## src/design/assert_macros.svh

```systemverilog
`ifndef ASSERT_MACROS_SVH
`define ASSERT_MACROS_SVH

// Implication checked on every rising edge outside reset.
`define AFL_ASSERT(lbl, clk, rstn, prop, msg) \
  lbl: assert property (@(posedge clk) disable iff (!rstn) prop) else $error(msg);

// Same, with the consequent checked in the cycle after the antecedent.
`define AFL_ASSERT_NEXT(lbl, clk, rstn, ante, cons, msg) \
  lbl: assert property (@(posedge clk) disable iff (!rstn) ante |=> cons) else $error(msg);

`endif

```

## src/design/afl_pkg.sv

```systemverilog
`default_nettype none
package afl_pkg;

  localparam logic [1:0] KIND_INSERT = 2'd0;
  localparam logic [1:0] KIND_ALLOC  = 2'd1;
  localparam logic [1:0] KIND_CHECK  = 2'd2;
  localparam logic [1:0] KIND_REMOVE = 2'd3;

  localparam logic [1:0] STAT_OK    = 2'd0;
  localparam logic [1:0] STAT_NONE  = 2'd1;
  localparam logic [1:0] STAT_FULL  = 2'd2;

  typedef struct packed {
    logic [31:0] addr;
    logic [31:0] len;
  } entry_t;

  typedef struct packed {
    logic [1:0]  status;
    logic [31:0] addr;
    logic [31:0] len;
    logic        is_free;
    logic [5:0]  count;
  } result_t;

endpackage
`default_nettype wire

```

## src/design/afl_mem.sv

```systemverilog
`default_nettype none
module afl_mem import afl_pkg::*; #(
  parameter int DEPTH = 32
) (
  input  wire logic                       clk,
  input  wire logic                       wr_en,
  input  wire logic [$clog2(DEPTH)-1:0]   wr_addr,
  input  wire entry_t                     wr_data,
  input  wire logic [$clog2(DEPTH)-1:0]   rd_addr,
  output entry_t                          rd_data
);

  entry_t mem [DEPTH];

  always_ff @(posedge clk) begin
    if (wr_en) begin
      mem[wr_addr] <= wr_data;
    end
    rd_data <= mem[rd_addr];
  end

endmodule
`default_nettype wire

```

## src/design/afl_ctrl.sv

```systemverilog
`default_nettype none
module afl_ctrl import afl_pkg::*; #(
  parameter int MAX_BLOCKS   = 32,
  parameter int HEADER_BYTES = 12
) (
  input  wire logic        clk,
  input  wire logic        rst_n,
  input  wire logic        in_valid,
  output logic             in_ready,
  input  wire logic [1:0]  in_kind,
  input  wire logic [31:0] in_addr,
  input  wire logic [31:0] in_len,
  input  wire logic [31:0] in_req,
  output logic             res_valid,
  input  wire logic        res_take,
  output result_t          res
);

  localparam int CW = $clog2(MAX_BLOCKS + 1);
  localparam int IW = $clog2(MAX_BLOCKS);
  localparam logic [CW-1:0] MAXC = CW'(MAX_BLOCKS);
  localparam logic [31:0] HDR = 32'(HEADER_BYTES);
  localparam logic [33:0] HDR34 = 34'(HEADER_BYTES);
  localparam logic [33:0] LIM34 = 34'h0_FFFF_FFFF;

  typedef enum logic [1:0] {S_IDLE, S_WALK, S_FIN} state_t;

  state_t        state_r, state_nxt;
  logic [1:0]    op_r, op_nxt;
  logic [31:0]   a_r, a_nxt, l_r, l_nxt, req_r, req_nxt;
  logic [CW-1:0] k_r, k_nxt, w_r, w_nxt, cnt_r, cnt_nxt;
  entry_t        cur_r, cur_nxt, carry_r, carry_nxt;
  logic          have_r, have_nxt, flag_r, flag_nxt;
  logic [1:0]    status_r, status_nxt;
  logic [31:0]   raddr_r, raddr_nxt, rlen_r, rlen_nxt;
  logic          isfree_r, isfree_nxt;

  logic          wr_en;
  logic [IW-1:0] wr_addr, rd_addr;
  entry_t        wr_data, d;
  entry_t        c;
  logic          dv, merge_ok;
  logic [CW-1:0] kp1, km1;
  logic [31:0]   rest;

  afl_mem #(.DEPTH(MAX_BLOCKS)) u_mem (
    .clk(clk), .wr_en(wr_en), .wr_addr(wr_addr), .wr_data(wr_data),
    .rd_addr(rd_addr), .rd_data(d)
  );

  assign dv   = k_r < cnt_r;
  assign kp1  = k_r + CW'(1);
  assign km1  = k_r - CW'(1);
  assign rest = cur_r.len - req_r;
  assign merge_ok = ({2'b0, cur_r.addr} + {2'b0, cur_r.len} + HDR34 == {2'b0, d.addr})
                 && ({2'b0, cur_r.len} + {2'b0, d.len} + HDR34 <= LIM34);

  always_comb begin
    state_nxt = state_r;  op_nxt = op_r;  a_nxt = a_r;  l_nxt = l_r;  req_nxt = req_r;
    k_nxt = k_r;  w_nxt = w_r;  cnt_nxt = cnt_r;  cur_nxt = cur_r;  carry_nxt = carry_r;
    have_nxt = have_r;  flag_nxt = flag_r;  status_nxt = status_r;
    raddr_nxt = raddr_r;  rlen_nxt = rlen_r;  isfree_nxt = isfree_r;
    wr_en = 1'b0;  wr_addr = k_r[IW-1:0];  wr_data = cur_r;  rd_addr = '0;  c = d;
    case (state_r)
      S_IDLE: begin
        if (in_valid) begin
          op_nxt = in_kind;  a_nxt = in_addr;  l_nxt = in_len;  req_nxt = in_req;
          k_nxt = '0;  w_nxt = '0;  have_nxt = 1'b0;  flag_nxt = 1'b0;
          status_nxt = STAT_OK;  raddr_nxt = '0;  rlen_nxt = '0;  isfree_nxt = 1'b0;
          if (in_kind == KIND_INSERT && cnt_r >= MAXC) begin
            status_nxt = STAT_FULL;
            state_nxt  = S_FIN;
          end else begin
            state_nxt = S_WALK;
          end
        end
      end
      S_WALK: begin
        rd_addr = kp1[IW-1:0];
        k_nxt   = kp1;
        case (op_r)
          KIND_INSERT: begin
            if (!flag_r) begin
              if (!dv || d.addr > a_r) begin
                wr_en = 1'b1;  wr_data = '{addr: a_r, len: l_r};
                carry_nxt = d;  flag_nxt = 1'b1;
              end
            end else begin
              wr_en = 1'b1;  wr_data = carry_r;  carry_nxt = d;
            end
            if (!dv) begin
              cnt_nxt = cnt_r + CW'(1);
              state_nxt = S_FIN;
            end
          end
          KIND_REMOVE: begin
            if (!dv) begin
              if (flag_r) cnt_nxt = cnt_r - CW'(1);
              else status_nxt = STAT_NONE;
              state_nxt = S_FIN;
            end else if (flag_r) begin
              wr_en = 1'b1;  wr_addr = km1[IW-1:0];  wr_data = d;
            end else if (d.addr == a_r) begin
              flag_nxt = 1'b1;
            end
          end
          KIND_CHECK: begin
            if (!dv) begin
              isfree_nxt = flag_r;
              state_nxt = S_FIN;
            end else if (d.addr == a_r) begin
              flag_nxt = 1'b1;
            end
          end
          KIND_ALLOC: begin
            if (!dv) begin
              if (!flag_r) begin
                if (have_r) begin
                  wr_en = 1'b1;  wr_addr = w_r[IW-1:0];  wr_data = cur_r;
                end
                cnt_nxt = w_r + CW'(have_r);
                status_nxt = STAT_NONE;
                state_nxt = S_FIN;
              end else begin
                cnt_nxt = w_r;
                raddr_nxt = cur_r.addr;
                if (rest > HDR) begin
                  rlen_nxt = req_r;
                  op_nxt = KIND_INSERT;
                  a_nxt = cur_r.addr + HDR + req_r;
                  l_nxt = rest - HDR;
                  flag_nxt = 1'b0;
                  k_nxt = '0;
                  rd_addr = '0;
                end else begin
                  rlen_nxt = cur_r.len;
                  state_nxt = S_FIN;
                end
              end
            end else if (!flag_r) begin
              if (have_r && merge_ok) begin
                c = '{addr: cur_r.addr, len: cur_r.len + d.len + HDR};
              end else if (have_r) begin
                wr_en = 1'b1;  wr_addr = w_r[IW-1:0];  wr_data = cur_r;
                w_nxt = w_r + CW'(1);
              end
              cur_nxt = c;
              have_nxt = 1'b1;
              if (c.len >= req_r) flag_nxt = 1'b1;
            end else begin
              wr_en = 1'b1;  wr_addr = w_r[IW-1:0];  wr_data = d;
              w_nxt = w_r + CW'(1);
            end
          end
          default: state_nxt = S_FIN;
        endcase
      end
      S_FIN: begin
        if (res_take) state_nxt = S_IDLE;
      end
      default: state_nxt = S_IDLE;
    endcase
  end

  always_ff @(posedge clk) begin
    if (!rst_n) begin
      state_r <= S_IDLE;
      cnt_r   <= '0;
    end else begin
      state_r <= state_nxt;
      cnt_r   <= cnt_nxt;
    end
    op_r <= op_nxt;  a_r <= a_nxt;  l_r <= l_nxt;  req_r <= req_nxt;
    k_r <= k_nxt;  w_r <= w_nxt;  cur_r <= cur_nxt;  carry_r <= carry_nxt;
    have_r <= have_nxt;  flag_r <= flag_nxt;  status_r <= status_nxt;
    raddr_r <= raddr_nxt;  rlen_r <= rlen_nxt;  isfree_r <= isfree_nxt;
  end

  assign in_ready  = (state_r == S_IDLE);
  assign res_valid = (state_r == S_FIN);
  assign res = '{status: status_r, addr: raddr_r, len: rlen_r,
                 is_free: isfree_r, count: 6'(cnt_r)};

endmodule
`default_nettype wire

```

## src/design/address_ordered_free_list_allocator.sv

```systemverilog
// Address-ordered free block table with first-fit allocate and coalescing of
// contiguous neighbors. One request is handled at a time. Each request walks the
// table memory one entry per cycle, over every entry held at the start plus one,
// then hands its result to the output register. An allocate that splits its
// block walks the table a second time to put the leftover back. A full insert
// skips the walk and goes straight to its result. The next request is taken in
// the cycle after the result is handed over, while that result may still wait
// in the output register.
`default_nettype none
`include "assert_macros.svh"
module address_ordered_free_list_allocator import afl_pkg::*; #(
  parameter int MAX_BLOCKS   = 32,
  parameter int HEADER_BYTES = 12
) (
  input  wire logic        clk,
  input  wire logic        rst_n,
  input  wire logic        in_valid,
  output logic             in_ready,
  input  wire logic [1:0]  in_kind,
  input  wire logic [31:0] in_block_addr,
  input  wire logic [31:0] in_block_length,
  input  wire logic [31:0] in_required_length,
  output logic             out_valid,
  input  wire logic        out_ready,
  output logic [1:0]       out_status,
  output logic [31:0]      out_result_addr,
  output logic [31:0]      out_result_length,
  output logic             out_is_free,
  output logic [5:0]       out_free_count
);

  logic    res_valid, res_take, out_valid_r;
  result_t res, out_r;

  afl_ctrl #(.MAX_BLOCKS(MAX_BLOCKS), .HEADER_BYTES(HEADER_BYTES)) u_ctrl (
    .clk(clk), .rst_n(rst_n),
    .in_valid(in_valid), .in_ready(in_ready), .in_kind(in_kind),
    .in_addr(in_block_addr), .in_len(in_block_length), .in_req(in_required_length),
    .res_valid(res_valid), .res_take(res_take), .res(res)
  );

  assign res_take = res_valid && (!out_valid_r || out_ready);

  always_ff @(posedge clk) begin
    if (!rst_n) begin
      out_valid_r <= 1'b0;
    end else if (res_take) begin
      out_valid_r <= 1'b1;
    end else if (out_ready) begin
      out_valid_r <= 1'b0;
    end
    if (res_take) out_r <= res;
  end

  assign out_valid         = out_valid_r;
  assign out_status        = out_r.status;
  assign out_result_addr   = out_r.addr;
  assign out_result_length = out_r.len;
  assign out_is_free       = out_r.is_free;
  assign out_free_count    = out_r.count;

  `AFL_ASSERT(a_full_count, clk, rst_n, out_valid && out_status == STAT_FULL |-> out_free_count == 6'(MAX_BLOCKS), "full status with short count")
  `AFL_ASSERT(a_fail_zero, clk, rst_n, out_valid && out_status != STAT_OK |-> out_result_addr == '0 && out_result_length == '0, "grant fields set on failure")
  `AFL_ASSERT_NEXT(a_one_busy, clk, rst_n, in_valid && in_ready, !in_ready, "second transfer taken while busy")

endmodule
`default_nettype wire
```

## config.mk

```make
export PLATFORM = sky130hd
export DESIGN_NAME = address_ordered_free_list_allocator
export DESIGN_NICKNAME = d
export VERILOG_FILES = /design/src/design/afl_pkg.sv /design/src/design/afl_mem.sv /design/src/design/afl_ctrl.sv /design/src/design/address_ordered_free_list_allocator.sv
export VERILOG_INCLUDE_DIRS = /design/src /design/src/design
export SDC_FILE = /design/constraint.sdc
export NUM_CORES = 2
export LEC_CHECK = 0
export ABC_AREA = 1
export BUFFER_PORTS_ARGS = -buffer_cell sky130_fd_sc_hd__buf_2
export CORE_AREA = 3 3 479 481
export CTS_BUF_LIST = sky130_fd_sc_hd__clkbuf_2 sky130_fd_sc_hd__clkbuf_4 sky130_fd_sc_hd__clkbuf_8
export DETAILED_ROUTE_END_ITERATION = 10
export DIE_AREA = 0 0 482 484
export PLACE_DENSITY = 0.63
export SETUP_SLACK_MARGIN = 0.15
export SYNTH_ARGS = -nofsm -noshare
export SYNTH_HDL_FRONTEND = slang
export SYNTH_HIERARCHICAL = 1
export SYNTH_SLANG_ARGS = --single-unit
export TNS_END_PERCENT = 1
```

## constraint.sdc

```tcl
create_clock -name clk -period 8.4 [get_ports clk]
set_input_delay 0.84 -clock clk [delete_from_list [all_inputs] [get_ports clk]]
set_output_delay 0.84 -clock clk [all_outputs]
set_load 0.02 [all_outputs]
```

==> impl_metrics.env <==
export IMPL_status="complete, no violations"
export IMPL_final_min_clock_period_ns=6.89
export IMPL_worst_r2r_cell_count=33
export IMPL_synth_top_area_share_pct=64.9
export IMPL_cellInternalPower_mw=26.5
export IMPL_synth_edf_count=2428
export IMPL_worst_path_fanout_max=16
export IMPL_power_frac_clock_pct=23.8
export IMPL_r2r_setup_slack_ns=1.51
export IMPL_tightest_slew_ns=1.26
export IMPL_mostFrequentLayoutCell="sky130_fd_sc_hd__nand2_1"
export IMPL_synth_yosys_seq_area_share_pct=66.2
export IMPL_syn_to_final_growth_pct=12.3
export IMPL_die_area_sq_mm=0.233
export IMPL_worst_path_max_delay_cell="sky130_fd_sc_hd__edfxtp_1"
export IMPL_floorplan_initialDensity_pct=49.9
export IMPL_drt_first_iter_violations=10200
export IMPL_power_density_cell_area_mw_per_mm2=357
export IMPL_rsz_0062_raised_after_global_routing="false"
export IMPL_setup_viol=0
export IMPL_power_switching_mw=18.5
export IMPL_antenna_found_initial=20
export IMPL_grt_first_pass_wirelength_um=544000
export IMPL_worst_clock_skew_ns=0.123
export IMPL_power_ir_vdd_worst_mv=0.261
export IMPL_std_cell_rows=174
export IMPL_dpl_cell_area_sq_mm=0.117
export IMPL_setup_tns_ns=0
export IMPL_syn_num_nets=10800
export IMPL_whs_path_depth=3
export IMPL_detail_route_vias_per_cell=5.89
export IMPL_r2r_end="u_ctrl/flag_r"
export IMPL_layout_cells_most_common_list="sky130_fd_sc_hd__nand2_1 (3172), sky130_fd_sc_hd__edfxtp_1 (2428), sky130_fd_sc_hd__nand3_1 (1931), sky130_fd_sc_hd__inv_1 (436), sky130_fd_sc_hd__clkbuf_8 (430)"
export IMPL_worst_setup_path_type="flip-flop to flip-flop"
export IMPL_slew_viol_final=0
export IMPL_final_period_utilization_pct=82.0
export IMPL_floorplan_io_pins=177
export IMPL_total_via_count_in_the_routed_design=82900
export IMPL_hold_start="in_block_length[20]"
export IMPL_final_hold_viol_count=0
export IMPL_syn_inst=10400
export IMPL_combinationalPowerShare_pct=37.5
export IMPL_filler_cell_count=19100
export IMPL_synth_async_sr_flop_share_pct=0
export IMPL_critical_path_top_delay_family="simple AND/OR/NAND/NOR gates"
export IMPL_grt_usage_pct=31.8
export IMPL_yosys_area_top_type="sky130_fd_sc_hd__edfxtp_1"
export IMPL_numPortBuffers=176
export IMPL_launching_point_of_the_worst_reg2reg_path="u_ctrl/cur_r[18]"
export IMPL_critPathCaptureType="flip-flop"
export IMPL_critPathMostFrequentCell="sky130_fd_sc_hd__nand2_1"
export IMPL_worstHoldPathType="input port to flip-flop"
export IMPL_routed_wl_um=377000
export IMPL_ys_top_cells_by_area="sky130_fd_sc_hd__edfxtp_1 (65%), sky130_fd_sc_hd__nand2_1 (11%), sky130_fd_sc_hd__nand3_1 (8.6%)"
export IMPL_remaining_drc_errors=0
export IMPL_tritoncts="built"
export IMPL_cap_viol_max_count=0
export IMPL_worst_skew_pair_late_latency_ns=1.11
export IMPL_core_area_sq_mm=0.225
export IMPL_grt_pass1_vias=78800
export IMPL_average_cell_area_after_synthesis_sq_um=10.8
export IMPL_finish_net_count=11200
export IMPL_hold_path_end="u_ctrl/l_r[20]"
export IMPL_synth_lib_cells_used_distinct=60
export IMPL_clk_path_buf_depth=4
export IMPL_buffer_and_inverter_count_on_the_worst_path=2
export IMPL_die_w_um=482
export IMPL_postLayoutCoreUtil_pct=56.1
export IMPL_grt_max_degree=172
export IMPL_number_of_buffers_inserted_during_clock_tree_synthesis=416
export IMPL_post_cts_repair_setup_buffers=0
export IMPL_p_seq_share_pct=38.7
export IMPL_die_height_um=484
export IMPL_yosysWarnings=6
export IMPL_place_congestion=0.967
export IMPL_final_cells=14100
export IMPL_dominantRegCellSynth="sky130_fd_sc_hd__edfxtp_1"
export IMPL_timing_critical_path_arrival_ns=7.65
export IMPL_drive_gt1_share_pct=10.8
export IMPL_switching_part_of_the_total_power_pct=41.0
export IMPL_syn_cell_area_sq_mm=0.112
export IMPL_gr_total_overflow=0
export IMPL_crit_required_ns=9.16
export IMPL_startpoint_type="flip-flop"
export IMPL_max_stage_delay_ns=0.62
export IMPL_fmaxAchievable_mhz=145
export IMPL_cellLeakagePower_nw=48.0
export IMPL_cts_root_buffer="sky130_fd_sc_hd__clkbuf_8"
export IMPL_dpl_cell_count=13300
export IMPL_place_detailed_hpwl_um=231000
export IMPL_ys_seq_elements=2501
export IMPL_slew_limit_headroom_pct=16.1
export IMPL_tritoncts_num_sinks=2501
export IMPL_detail_route_wl_per_cell_um=26.8
export IMPL_drt_first_pass_iters=7
export IMPL_detail_route_antenna_nets=0
export IMPL_fin_area_sq_mm=0.126
export IMPL_cts_clk_slew_worst_paths_ns=0.07
export IMPL_htree_levels=5
-- layout make-up --
class | count | area (sq um) | area share, %
diodes | 14 | 35.0 | 0.0278
clock buffers | 561 | 6900 | 5.47
clock inverters | 180 | 1260 | 1.00
inverters | 453 | 1760 | 1.39
multi-input cells | 6930 | 34300 | 27.2
flip-flops and latches | 2501 | 74400 | 58.9
well taps | 2992 | 3740 | 2.97
repair buffers | 448 | 3790 | 3.00
-- power groups by stage --
| stage | registers [mW] | clock network (mW) | logic [mW] |
|---|---|---|---|
| CTS | 17.4 | 10.9 | 16.6 |
| floorplan | 17.2 | 0 | 10.2 |
| global route | 17.4 | 11.4 | 18.3 |
| global placement | 17.6 | 0 | 16.3 |
| detailed placement | 17.6 | 0 | 16.5 |
| finish | 17.4 | 10.7 | 16.9 |
-- worst reg2reg max path, delay by kind of cell (launching register included) --
kind	cells	cell delay (ns)
adder cells (fa/ha/maj)	3	1.12
AND/OR/NAND/NOR	19	3.13
flip-flops	1	0.62
AO/OA/AOI/OAI	9	1.58
buffers and inverters	2	0.12
-- how the worst max path moves through the flow --
stage                          start                      end  slack (ns)  cells past startpoint
CTS                 u_ctrl/cur_r[18]            u_ctrl/flag_r        1.37                     33
global route        u_ctrl/cur_r[18]            u_ctrl/flag_r        1.09                     33
floorplan            u_ctrl/cur_r[1]   u_ctrl/u_mem/mem[4][0]        1.90                     25
detailed placement  u_ctrl/cur_r[18]            u_ctrl/flag_r        1.45                     33
global placement    u_ctrl/cur_r[18]  u_ctrl/u_mem/mem[0][12]        1.47                     28
finish              u_ctrl/cur_r[18]            u_ctrl/flag_r        1.51                     33
-- registers in the layout, summed over array words and instances (netlist names), 2 cells and up --
name	cells
u_ctrl/u_mem/rd_data	64
u_ctrl/carry_r	64
u_ctrl/state_r	2
out_result_addr	32
u_ctrl/cnt_r	6
out_status	2
u_ctrl/raddr_r	32
u_ctrl/u_mem/mem	2048
u_ctrl/req_r	32
u_ctrl/a_r	32
u_ctrl/w_r	6
u_ctrl/status_r	2
u_ctrl/rlen_r	32
out_free_count	6
u_ctrl/cur_r	64
out_result_length	32
u_ctrl/op_r	2
u_ctrl/k_r	6
u_ctrl/l_r	32
-- logic make-up (layout without fill, tap and decap cells) --
group	count (synthesis)	count (layout)	share of synthesized area, %
and+or+nand+nor	5649	5649	21.4
DFF	2501	2501	66.2
buffers and inverters	1008	1642	3.90
AOI/OAI and AO/OA	853	853	4.14
adders and majority gates	302	302	3.39
xor gates and xnor gates	126	126	0.988
other	0	14	0
-- stage by stage --
stage                     setup WS [ns]  total power [mW]  hold WS [ns]
after floorplan                    1.90              27.3         0.400
after global placement             1.47              34.0         0.405
after detailed placement           1.45              34.1         0.405
after CTS                          1.37              44.8      0.000503
after global routing               1.09              47.1        0.0502
final                              1.51              45.0         0.101
-- cells in the mapped netlist (12+ instances only) --
library cell	n
sky130_fd_sc_hd__a211oi_1	12
sky130_fd_sc_hd__a21o_1	12
sky130_fd_sc_hd__a21oi_1	299
sky130_fd_sc_hd__a31oi_1	32
sky130_fd_sc_hd__buf_1	56
sky130_fd_sc_hd__buf_2	289
sky130_fd_sc_hd__buf_4	26
sky130_fd_sc_hd__buf_6	18
sky130_fd_sc_hd__clkbuf_1	165
sky130_fd_sc_hd__dfxtp_1	73
sky130_fd_sc_hd__edfxtp_1	2428
sky130_fd_sc_hd__ha_1	297
sky130_fd_sc_hd__inv_1	443
sky130_fd_sc_hd__nand2_1	3174
sky130_fd_sc_hd__nand3_1	1932
sky130_fd_sc_hd__nand3b_1	19
sky130_fd_sc_hd__nand4_1	48
sky130_fd_sc_hd__nor2_1	382
sky130_fd_sc_hd__nor3_1	36
sky130_fd_sc_hd__o211ai_1	21
sky130_fd_sc_hd__o21ai_0	374
sky130_fd_sc_hd__o21ai_1	27
sky130_fd_sc_hd__o21bai_1	13
sky130_fd_sc_hd__o22ai_1	14
sky130_fd_sc_hd__xnor2_1	59
sky130_fd_sc_hd__xor2_1	66
-- metal layers --
metal	share of wire [%]	global-route usage, %
met1	41	45.2
met2	45	47.8
met3	9.9	5.82
met4	4.6	14.0
met5	0.012	0
-- repair_timing --
action                                 4_1_cts  5_1_grt
hold buffers                                50        0
resized for setup                            0        0
endpoints found under the hold margin       50        0
Note: power is estimated with default switching activity, not from simulation.
